===== config.mk =====
export PLATFORM = sky130hd
export DESIGN_NAME = dti_ctrl
export DESIGN_NICKNAME = d
export VERILOG_FILES = /design/src/rtl/core/dti_pkg.sv /design/src/rtl/core/dti_ctrl.sv
export SDC_FILE = /design/constraint.sdc
export NUM_CORES = 1
export LEC_CHECK = 0
export BUFFER_PORTS_ARGS = -buffer_cell sky130_fd_sc_hd__buf_4
export CORE_AREA = 2 2 39 41
export DETAILED_ROUTE_END_ITERATION = 7
export DIE_AREA = 0 0 41 43
export HOLD_SLACK_MARGIN = 0.12
export MAX_ROUTING_LAYER = met4
export SETUP_SLACK_MARGIN = 0.4
export SLEW_MARGIN = 20
export SYNTH_ARGS = -nofsm -noshare
export SYNTH_HDL_FRONTEND = slang
export SYNTH_SLANG_ARGS = --single-unit

===== constraint.sdc =====
create_clock -name clk -period 3.9 [get_ports clk]
set_input_delay 0.78 -clock clk [delete_from_list [all_inputs] [get_ports clk]]
set_output_delay 0.78 -clock clk [all_outputs]
set_load 0.005 [all_outputs]

===== src/rtl/core/dti_pkg.sv =====
// dti_pkg: shared types and constants of the decision tree inference block
// word layouts, item codes, result codes, controller/datapath command bundles
// no dependencies
package dti_pkg;

  localparam int IN_TDATA_W  = 144;
  localparam int IN_TUSER_W  = 2;
  localparam int OUT_TDATA_W = 40;
  localparam int OUT_TUSER_W = 2;

  // item kinds carried on in_tuser
  localparam logic [1:0] ACT_WRITE_NODE   = 2'd0;
  localparam logic [1:0] ACT_LOAD_FEATURE = 2'd1;
  localparam logic [1:0] ACT_CLASSIFY     = 2'd2;

  // result status codes carried on out_tuser
  localparam logic [1:0] ST_OK      = 2'd0;
  localparam logic [1:0] ST_NO_TREE = 2'd1;
  localparam logic [1:0] ST_DEPTH   = 2'd2;

  // input word, last field in the lowest bits
  typedef struct packed {
    logic [6:0]         pad;
    logic signed [31:0] feature_value;
    logic [3:0]         feature_slot;
    logic signed [31:0] leaf_value;
    logic [7:0]         leaf_class;
    logic [7:0]         right_child;
    logic [7:0]         left_child;
    logic signed [31:0] split_threshold;
    logic [3:0]         split_feature;
    logic               node_is_leaf;
    logic [7:0]         node_index;
  } in_word_t;

  typedef struct packed {
    logic signed [31:0] predicted_value;
    logic [7:0]         predicted_class;
  } out_word_t;

  typedef struct packed {
    logic       node_wr;
    logic       feat_wr;
    logic       walk_start;
    logic       walk_step;
    logic [1:0] res_code;
    logic       res_hold;
    logic       out_load;
    logic       out_from_hold;
  } dp_cmd_t;

  typedef struct packed {
    logic node_leaf;
    logic at_limit;
  } dp_sts_t;

endpackage


===== src/rtl/core/dti_ctrl.sv =====
// dti_ctrl: item sequencing and output handshake for decision tree inference
// depends on dti_pkg; drives dti_datapath through dp_cmd_t
module dti_ctrl import dti_pkg::*; (
  input  logic       clk,
  input  logic       rst_n,
  input  logic       in_tvalid,
  output logic       in_tready,
  input  logic [1:0] action,
  input  logic       tree_loaded,
  input  dp_sts_t    sts,
  input  logic       out_tready,
  output logic       out_tvalid,
  output dp_cmd_t    cmd
);

  typedef enum logic [1:0] {
    S_IDLE,
    S_WALK,
    S_EMIT
  } state_t;

  state_t state_r, state_nxt;
  logic   out_valid_r, out_valid_nxt;
  logic   accept;
  logic   slot_free;

  assign in_tready  = (state_r == S_IDLE);
  assign out_tvalid = out_valid_r;
  assign accept     = in_tvalid && in_tready;
  assign slot_free  = !out_valid_r || out_tready;

  always_comb begin
    cmd       = '0;
    state_nxt = state_r;
    unique case (state_r)
      S_IDLE: begin
        if (accept) begin
          unique case (action)
            ACT_WRITE_NODE:   cmd.node_wr = 1'b1;
            ACT_LOAD_FEATURE: cmd.feat_wr = 1'b1;
            ACT_CLASSIFY: begin
              if (tree_loaded) begin
                cmd.walk_start = 1'b1;
                state_nxt      = S_WALK;
              end else begin
                cmd.res_code = ST_NO_TREE;
                if (slot_free) begin
                  cmd.out_load = 1'b1;
                end else begin
                  cmd.res_hold = 1'b1;
                  state_nxt    = S_EMIT;
                end
              end
            end
            default: ;
          endcase
        end
      end
      S_WALK: begin
        if (sts.node_leaf || sts.at_limit) begin
          cmd.res_code = sts.node_leaf ? ST_OK : ST_DEPTH;
          if (slot_free) begin
            cmd.out_load = 1'b1;
            state_nxt    = S_IDLE;
          end else begin
            cmd.res_hold = 1'b1;
            state_nxt    = S_EMIT;
          end
        end else begin
          cmd.walk_step = 1'b1;
        end
      end
      S_EMIT: begin
        if (slot_free) begin
          cmd.out_load      = 1'b1;
          cmd.out_from_hold = 1'b1;
          state_nxt         = S_IDLE;
        end
      end
      default: state_nxt = S_IDLE;
    endcase
  end

  always_comb begin
    if (cmd.out_load) begin
      out_valid_nxt = 1'b1;
    end else if (out_tready) begin
      out_valid_nxt = 1'b0;
    end else begin
      out_valid_nxt = out_valid_r;
    end
  end

  always_ff @(posedge clk) begin
    if (!rst_n) begin
      state_r     <= S_IDLE;
      out_valid_r <= 1'b0;
    end else begin
      state_r     <= state_nxt;
      out_valid_r <= out_valid_nxt;
    end
  end

endmodule


# Word level (Yosys, flattened, before mapping)
# Cells that the tools add are included.
[word_totals]
reg_bits = 3
inputBits = 9
output_inout_bits = 11
wordCells = 48
[classes]
eq_ne = 9
muxes = 29
reduce_logical = 8
[op_table]
columns = ["cell", "count"]
rows = [
  ["$mux W2", 9],
  ["$mux W3", 5],
  ["$mux W1", 11],
  ["$pmux W2 S3", 1],
  ["$pmux W3 S2", 1],
  ["$reduce_and A5 Y1", 1],
  ["$eq A2 B1 Y1 const B", 2],
  ["$eq A2 B2 Y1 const B", 2],
  ["$logic_not A2 Y1", 2],
  ["$mux W4", 1],
  ["$ne A2 B1 Y1 const B", 2],
  ["$ne A2 B2 Y1 const B", 2],
  ["$ne A3 B3 Y1 const B", 1],
  ["$pmux W1 S3", 1],
  ["$logic_or A1 B1 Y1", 2],
  ["$reduce_bool A2 Y1", 1],
  ["$logic_and A1 B1 Y1", 1],
  ["$logic_not A1 Y1", 1],
]

# Depth between registers and ports, before layout
# Gate-level depths: netlist (run 1).
[depth]
word_depth = 8
ltp_mapped = 4
depth_no_buf = 3

# Worst setup path after synthesis (run 1)
# No wires, ideal clock.
[synth_timing]
path_type = "input -> output"
start = "input sts[0] (netlist bit)"
end = "output cmd[1] (netlist bit)"
arrival_ns = 1.487
required_ns = 3.120
slack_ns = 1.633
stages = 4
path_buffers = 1
path_cell_list = "or2_2 a21oi_1 a21boi_0 buf_4"
[synth_rtl]
columns = ["item", "line", "text"]
rows = [
  ["from (decl)", "dti_ctrl.sv:10", "input dp_sts_t sts,"],
  ["to (decl)", "dti_ctrl.sv:13", "output dp_cmd_t cmd"],
]

==> results of run 1 <==
final timing paths:
kind               from         end  slack, ns  cells past startpoint
max           action[0]      cmd[2]       1.45                      5
min          out_tvalid  state_r[1]       0.54                      2
max reg2reg  state_r[1]  state_r[1]       2.75                      3
min reg2reg  out_tvalid  state_r[1]       0.54                      2
area by class of cell:
| class | instances | area share |
|---|---|---|
| inverter | 2 | 0.0182 |
| timing repair buffer | 19 | 0.347 |
| sequential | 3 | 0.146 |
| clock buffer | 4 | 0.0638 |
| multi-input combinational | 20 | 0.377 |
| tap | 16 | 0.0486 |
Yosys cell counts:
cell	count
and4b_1	1
nor2b_1	2
and3_1	1
buf_4	1
and2b_1	1
dfxtp_1	3
nand2_1	1
and2_1	1
a211oi_1	2
and3b_1	1
or2_2	1
inv_1	2
nor2_1	1
a31oi_1	1
o21a_1	1
nand2b_1	1
a21oi_1	1
nand3b_2	1
nor3b_1	1
nor4b_4	1
a21boi_0	1
sequential cells by signal, summed over array words and instances (netlist names):
| name | flops |
|---|---|
| out_tvalid | 1 |
| state_r | 2 |
tightest hold or removal path, cell delays in order (launching register included):
cell	delay, ns
dfxtp_1	0.30
nand2b_1	0.13
a211oi_1	0.06
power by group through the flow:
stage	Combinational [uW]	Sequential, uW	Clock, uW
floorplan	6.91	32.5	0
global placement	18.1	32.5	0
detailed placement	18.3	32.5	0
CTS	18.3	32.0	59.0
global route	20.0	32.0	63.9
finish	18.0	32.0	56.3
per-layer routing:
layer,up-vias,global-route usage
met1,116,0.0575
met2,11,0.122
li1,135,-
met3,2,0.0628
met4,0,0.0600
met5,-,-
per-stage QoR:
step | cell area (um^2) | hold slack (ns) | util | cells | power [uW]
global route | 412 | 0.593 | 0.297 | 64 | 116
detailed placement | 385 | 0.547 | 0.278 | 60 | 50.8
CTS | 412 | 0.549 | 0.297 | 64 | 109
global placement | 385 | 0.545 | 0.278 | 60 | 50.6
finish | 412 | 0.541 | 0.297 | 64 | 106
floorplan | 230 | 0.520 | - | 26 | 39.4
logic make-up after synthesis:
logic type             after synthesis
and+or+nand+nor                     14
AOI/OAI and AO/OA                    6
DFF                                  3
buffers and inverters                3
==> metrics, run 1 <==
outcome=complete, no violations; cells after synthesis=26; clk_lat worst skew=0.24 ns; WL per Instance=9.03 um; syn_nets=35; antenna viol nets, final=0; Net Sw Power=24.5 uW; Core ar.=about 0.0014 mm^2; slowest cell delay on critical path=roughly 0.25 ns; synthesized area=about 230 um^2; Reg area=approximately 60 um^2; vias=roughly 260; TritonCTS Buffers=3; Num Clock Sinks=3; Slew Limit Fails=0; share of cells above drive strength 1=0.521; Critical Path End Type=output port; # DRC=0; Final Hold Violating Endpoints=0; Synth Area in Simple Gates=0.495; WP buf/inv=2; GRT Util Overall=0.0801; met3 WL=about 76 um; crit path kind=in2out; pre-CTS setup slack=around 1.4 ns; Max clock buf depth=2; largest family of logic cells by synthesized area=simple AND/OR/NAND/NOR gates; post-cts sizing count=0; initial antenna violation count=0; max_cap viols=0; # nets final=just under 60; top-level I/O count=20; GRT overflow=0; largest net degree at the start of global routing=6; GP Congestion=0.620; LEAKAGE=around 0.00021 uW; root buffer cell=clkbuf_4; vias in the first global route=248; Setup WS post-layout=1.45 ns; post-synthesis adder-cell area fraction=0; H-tree depth=1; CP startpoint kind=input port; Tcrit/Tclk final=0.629; Synthesis Warnings=0; Synth Area in XOR/XNOR=0; internal power=81.7 uW; Area Growth Syn to Fin=78.8%; mux contribution to synthesized area=0; synthesized flop and latch total=3; area of the multi-input gates=around 160 um^2; leading post-synthesis cells by cell area=dfxtp_1 26%, nor4b_4 10%, a211oi_1 6.5%; Die Span Y=around 43 um; Initial Util=0.166; Rows=14; fillers=about 160; cts hold-fix bufs=0; clock network power share=0.530; clock-pin slew on the worst setup and hold paths=0.04 ns; DP Wirelength=just under 500 um; CP max FO=5; delay-heaviest family, CP=simple AND/OR/NAND/NOR gates; Peak VDD IR=~97 uV; Compound-Gate Fraction of Synth Area=0.179; most frequent cells in the layout=19 x buf_4, 3 x clkbuf_4, 3 x dfxtp_1; Combinational Power Share=0.169; Unique masters post-synth=21; Die Area=0.00176 mm^2; # setup viols final=0; PD cells=between 200 and 300 mW/mm^2; DR vias/cell=4.13; Flop pwr share=0.301; top layer in use=met4; area share of the largest cell type after synthesis=0.261; Buffers on Ports=19; fmax=0.408 GHz; Iter 0 DRT Violations=1; RSZ-0062 raised after global routing=false; die width=just over 40 um; Avg Synthesized Cell Area=8.85 um^2; drt total wl=between 500 and 600 um; worst hold path type=reg2reg; Ant. Diodes=0; Cell Chain, Critical Path=buf_4 -> nor4b_4 -> nand3b_2 -> a211oi_1 -> buf_4; M1 WL=around 180 um; Slowest-stage cell, CP=nor4b_4; actual slew at the worst max-slew pin=~0.28 ns; Sw Ratio=0.230; First-pass DRT Iterations=4; commonest non-fill, non-tap cell in the layout=buf_4; Period minus WS final=2.45 ns; CP most frequent cell=buf_4; register area share after synthesis=0.261; largest area contributor in the netlist=dfxtp_1; Setup TNS=0 ns; Rel. slew slack=0.815; first-pass GRT wire length=848 um; clock skew=0.00340 ns; Setup Buffers After CTS=0; WP data required=3.12 ns; met2 WL=a little over 300 um; TritonCTS clock tree=yes; crit path DAT=1.67 ns
(Power assumes the default switching activity.)
==> run 2, diff against run 1 <==
--- a/config.mk
+++ b/config.mk
@@ -5,6 +5,7 @@
 export SDC_FILE = /design/constraint.sdc
 export NUM_CORES = 1
 export LEC_CHECK = 0
+export ABC_AREA = 1
 export BUFFER_PORTS_ARGS = -buffer_cell sky130_fd_sc_hd__buf_4
 export CORE_AREA = 2 2 39 41
 export DETAILED_ROUTE_END_ITERATION = 7
==> constraint.sdc (replaced) <==
create_clock -name clk -period 2.3 [get_ports clk]
set_input_delay 0.46 -clock clk [delete_from_list [all_inputs] [get_ports clk]]
set_output_delay 0.46 -clock clk [all_outputs]
set_load 0.005 [all_outputs]
==> metrics, run 2 <==
outcome=complete, no violations (unchanged); PD cells=385 mW/mm^2 (was 258 mW/mm^2); largest net degree at the start of global routing=5 (was 6); area share of the largest cell type after synthesis=0.205 (was 0.261); actual slew at the worst max-slew pin=0.192 ns (was 0.277 ns); Overall Power=183 uW (was 106 uW); RSZ-0062 raised after global routing=false (unchanged); largest area contributor in the netlist=dfxtp_1 (unchanged); Area Growth Syn to Fin=62.0% (was 78.8%); GP Congestion=0.620 (about the same); LEAKAGE=0.000287 uW (was 0.000214 uW); WP data required=1.84 ns (was 3.12 ns); # DRC=0 (unchanged); vias=355 (was 264); top-level I/O count=20 (unchanged); WL per Instance=7.30 um (was 9.03 um); clk_lat worst skew=0.23 ns (was 0.24 ns); First-pass DRT Iterations=2 (was 4); cts hold-fix bufs=0 (unchanged); Synthesis Warnings=0 (unchanged); Main synth FF type=dfxtp_1 (unchanged); Post-synth EDFFs=0 (unchanged); fillers=152 (was 162); Ant. Diodes=0 (unchanged); clock skew=0.000370 ns (was 0.00340 ns); Setup TNS=0 ns (unchanged); Die Area=0.00176 mm^2 (unchanged); vias in the first global route=333 (was 248); synthesized area=293 um^2 (was 230 um^2); clock-pin slew on the worst setup and hold paths=0.03 ns (was 0.04 ns); synth cell count leaders=12 x inv_1, 11 x nand2_1, 5 x nand3_1, 5 x nor2_2, 4 x nor2_1 (was 3 x dfxtp_1, 2 x a211oi_1, 2 x inv_1, 2 x nor2b_1); Die Span Y=43 um (unchanged); Core ar.=0.00138 mm^2 (unchanged); Initial Util=0.212 (was 0.166); Period minus WS final=1.59 ns; Iter 0 DRT Violations=6 (was 1); drt total wl=657 um (was 578 um); Final Hold Violating Endpoints=0 (unchanged); max reg flops=2 (unchanged); worst hold path type=in2reg (was reg2reg); GRT Util Overall=0.107 (was 0.0801); area of the multi-input gates=169 um^2 (was 155 um^2); Slowest-stage cell, CP=dfxtp_1 (was nor4b_4); TritonCTS clock tree=yes (unchanged); Slew Limit Fails=0 (unchanged); Max clock buf depth=2 (unchanged); Avg Synthesized Cell Area=5.63 um^2 (was 8.85 um^2); Buffers on Ports=19 (unchanged); # setup viols final=0 (unchanged); H-tree depth=1 (unchanged); TritonCTS Buffers=3 (unchanged); cells after synthesis=52 (was 26); post-cts sizing count=0 (unchanged); fmax=between 0.6 and 0.7 GHz; # nets final=84 (was 58); antenna viol nets, final=0 (unchanged); initial antenna violation count=0 (unchanged); Unique masters post-synth=13 (was 21); crit path kind=reg2out (was in2out); fraction of registers with async set/reset=0 (unchanged); register name with the most flops=state_r (unchanged); Peak VDD IR=165 uV (was 97.3 uV); DP Wirelength=599 um (was 484 um); DP Cell Count=86 (was 60); first-pass GRT wire length=1.23 mm (was 848 um); Num Clock Sinks=3 (unchanged); CP max FO=3 (was 5); Tcrit/Tclk final=0.692; Rows=14 (unchanged); register area share after synthesis=0.205 (was 0.261); Critical Path End Type=output port (unchanged); cell with the most instances after synthesis=inv_1 (was dfxtp_1); slowest cell delay on critical path=0.31 ns (was 0.25 ns); most frequent cells in the layout=19 x buf_4, 12 x inv_1, 11 x nand2_1 (was 19 x buf_4, 3 x clkbuf_4, 3 x dfxtp_1); DR vias/cell=3.94 (was 4.13); leading post-synthesis cells by cell area=dfxtp_1 21%, inv_1 15%, nand2_1 14% (was dfxtp_1 26%, nor4b_4 10%, a211oi_1 6.5%); max_cap viols=0 (unchanged); synthesized flop and latch total=3 (unchanged); Rel. slew slack=0.872 (was 0.815); Reg area=60.1 um^2 (unchanged); die width=41 um (unchanged); Final Util=0.343 (was 0.297); GRT overflow=0 (unchanged); crit path DAT=1.13 ns (was 1.67 ns); Setup Buffers After CTS=0 (unchanged); Cell Chain, Critical Path=inv_2 -> nand2_2 -> nor2_4 -> inv_1 -> nor3_1 -> buf_4 (was buf_4 -> nor4b_4 -> nand3b_2 -> a211oi_1 -> buf_4); CP startpoint kind=flop (was input port); root buffer cell=clkbuf_4 (unchanged); share of cells above drive strength 1=0.459 (was 0.521); commonest non-fill, non-tap cell in the layout=buf_4 (unchanged); fin cells=90 (was 64); syn_nets=61 (was 35)
run 2: kinds of logic (layout without fill, tap and decap cells):
group           count (synthesis)  count (layout)  share of synthesized area
simple gates                   32              32                      0.551
buf+inv                        16              38                      0.218
flops                           3               3                      0.205
compound gates                  1               1                     0.0257
run 2: through the flow:
step	setup WS, ns	instance area [um^2]	hold WS, ns
2_1_floorplan	0.914	293	0.558
3_3_place_gp	0.717	448	0.649
3_5_place_dp	0.723	448	0.653
4_1_cts	0.683	474	0.427
5_1_grt	0.575	474	0.444
6_report	0.708	474	0.434
run 2: final timing paths:
kind	startpoint	to	slack (ns)	depth (start not counted)
setup / recovery	state_r[0]	cmd[8]	0.71	6
hold reg to reg	state_r[0]	state_r[1]	0.65	5
hold / removal	rst_n	state_r[1]	0.43	3
setup reg to reg	out_tvalid	out_tvalid	1.33	7
run 2: layout make-up:
class,instances,share of cell area
multi-input combinational,33,0.356
timing repair buffer,19,0.301
sequential,3,0.127
inverter,15,0.119
clock buffer,4,0.0554
tap,16,0.0422
run 2: per-layer routing:
layer	vias to the layer above	routed length (um)	global-route usage
met3	2	78	0.0314
met4	0	10	0.0800
li1	195	-	-
met2	14	319	0.147
met1	144	248	0.125
met5	-	0	-
run 2: power by group:
part	leakage, uW	internal, uW	switching [uW]
sequential	0.0000243	53.4	0.679
combinational	0.000248	20.2	17.8
clock	0.0000150	64.9	25.8
run 2: worst max-delay path: cells and delay by family, from the launching register on:
kind / cells / cell delay, ns
buf+inv: 3 / 0.27
flops: 1 / 0.31
simple gates: 3 / 0.32
==> run 3, diff against run 2 <==
==> constraint.sdc (replaced) <==
create_clock -name clk -period 1.33 [get_ports clk]
set_input_delay 0.266 -clock clk [delete_from_list [all_inputs] [get_ports clk]]
set_output_delay 0.266 -clock clk [all_outputs]
set_load 0.005 [all_outputs]
==> metrics, run 3 (synthesized netlist as in run 2, its figures left out) <==
Rel. slew slack=0.890 (was 0.872); crit path kind=reg2out (unchanged); Critical Path End Type=output port (unchanged); Slowest-stage cell, CP=dfxtp_2 (was dfxtp_1); PD cells=617 mW/mm^2 (was 385 mW/mm^2); commonest non-fill, non-tap cell in the layout=buf_4 (unchanged); Core ar.=0.00138 mm^2 (unchanged); CP max FO=3 (unchanged); Final Util=0.382 (was 0.343); Setup Buffers After CTS=0 (unchanged); Die Span Y=43 um (unchanged); Initial Util=0.212 (unchanged); CP most frequent cell=nand2_1; max reg flops=2 (unchanged); Ant. Diodes=0 (unchanged); first-pass GRT wire length=1.09 mm (was 1.23 mm); initial antenna violation count=0 (unchanged); TritonCTS clock tree=yes (unchanged); antenna viol nets, final=0 (unchanged); # setup viols final=3 (was 0); Setup TNS=-0.0475 ns (was 0 ns); fmax=about 0.74 GHz; die width=41 um (unchanged); clk_lat worst skew=0.23 ns (about the same); outcome=finished, violations left (was complete, no violations); Num Clock Sinks=3 (unchanged); top-level I/O count=20 (unchanged); slowest cell delay on critical path=0.33 ns (was 0.31 ns); WP data required=1.06 ns (was 1.84 ns); drt total wl=706 um (was 657 um); clock-pin slew on the worst setup and hold paths=0.03 ns (about the same); DR vias/cell=4.08 (was 3.94); # nets final=84 (unchanged); Cell Chain, Critical Path=inv_2 -> nor2_2 -> nand3_1 -> nand2_1 -> inv_1 -> nand2_1 -> buf_4 (was inv_2 -> nand2_2 -> nor2_4 -> inv_1 -> nor3_1 -> buf_4); DP Wirelength=604 um (was 599 um); Final Hold Violating Endpoints=0 (unchanged); final hold slack=0.240 ns (was 0.434 ns); Tcrit/Tclk final=1.02; crit path DAT=1.09 ns (was 1.13 ns); Setup WS post-layout=-0.0241 ns (was 0.708 ns); GRT overflow=0 (unchanged); post-cts sizing count=7 (was 0); worst hold path type=in2reg (unchanged); vias in the first global route=326 (was 333); largest net degree at the start of global routing=5 (unchanged); Buffers on Ports=19 (unchanged); pre-CTS setup slack=0.118 ns (was 0.723 ns); flop-to-flop setup slack=0.40 ns (was 1.33 ns); root buffer cell=clkbuf_4 (unchanged); Die Area=0.00176 mm^2 (unchanged); RSZ-0062 raised after global routing=true (was false); clock skew=0.00126 ns (was 0.000370 ns); TritonCTS Buffers=3 (unchanged); share of cells above drive strength 1=0.581 (was 0.459); WP buf/inv=3 (unchanged); failing checks=setup timing; register name with the most flops=state_r (unchanged); delay-heaviest family, CP=simple AND/OR/NAND/NOR gates (unchanged); LEAKAGE=0.000295 uW (was 0.000287 uW); WL per Instance=7.84 um (was 7.30 um); Rows=14 (unchanged); First-pass DRT Iterations=4 (was 2); Max clock buf depth=2 (unchanged); H-tree depth=1 (unchanged); Area Growth Syn to Fin=80.3% (was 62.0%); Slew Limit Fails=0 (unchanged); cts hold-fix bufs=0 (unchanged); # DRC=0 (unchanged); actual slew at the worst max-slew pin=0.164 ns (was 0.192 ns); GRT Util Overall=0.0947 (was 0.107); GP Congestion=0.664 (was 0.620); max_cap viols=0 (unchanged); Iter 0 DRT Violations=5 (was 6); CP startpoint kind=flop (unchanged); Peak VDD IR=296 uV (was 165 uV); vias=367 (was 355); Period minus WS final=between 1 and 1.5 ns; most frequent cells in the layout=15 x buf_4, 11 x inv_1, 10 x nand2_1 (was 19 x buf_4, 12 x inv_1, 11 x nand2_1)
==> run 3: cell counts in the layout (fill, tap and decap cells not counted) <==
Identical to the previous run, type by type.
==> run 3: final timing paths <==
| path | from | end | cells past startpoint |
|---|---|---|---|
| max | state_r[0] | cmd[1] | 7 |
| min | rst_n | out_tvalid | 3 |
| max reg2reg | state_r[0] | out_tvalid | 8 |
| min reg2reg | state_r[0] | state_r[1] | 5 |
==> run 3: layout make-up <==
class / instances / area [um^2]
tap: 16 / 20.0
timing repair buffer: 19 / 158
clock buffer: 4 / 26.3
fill: 167 / 856
inverter: 15 / 56.3
sequential: 3 / 63.8
multi-input combinational: 33 / 204
==> run 3: layer usage <==
metal	GRT usage	up-vias	routed length, um
met5	-	-	0
met4	0.0800	0	0
met3	0.0157	0	56
met2	0.150	11	391
met1	0.0932	160	258
li1	-	196	-
==> run 3: tightest hold or removal path, delay by kind of cell <==
kind | cells | cell delay (ns)
simple gates | 1 | 0.04
buf+inv | 2 | 0.13
==> run 3: where the power goes <==
part | internal (uW) | leakage, uW | switching [uW]
registers | 92.7 | 0.0000257 | 1.63
logic | 38.9 | 0.000254 | 37.1
clock network | 112 | 0.0000150 | 43.4
==> run 3: per-stage QoR <==
step / cells / instance area [um^2] / power (uW)
after floorplan: 52 / 310 / 128
after global placement: 86 / 465 / 164
after detailed placement: 86 / 465 / 165
after CTS: 90 / 518 / 333
after global routing: 90 / 528 / 351
final: 90 / 528 / 326
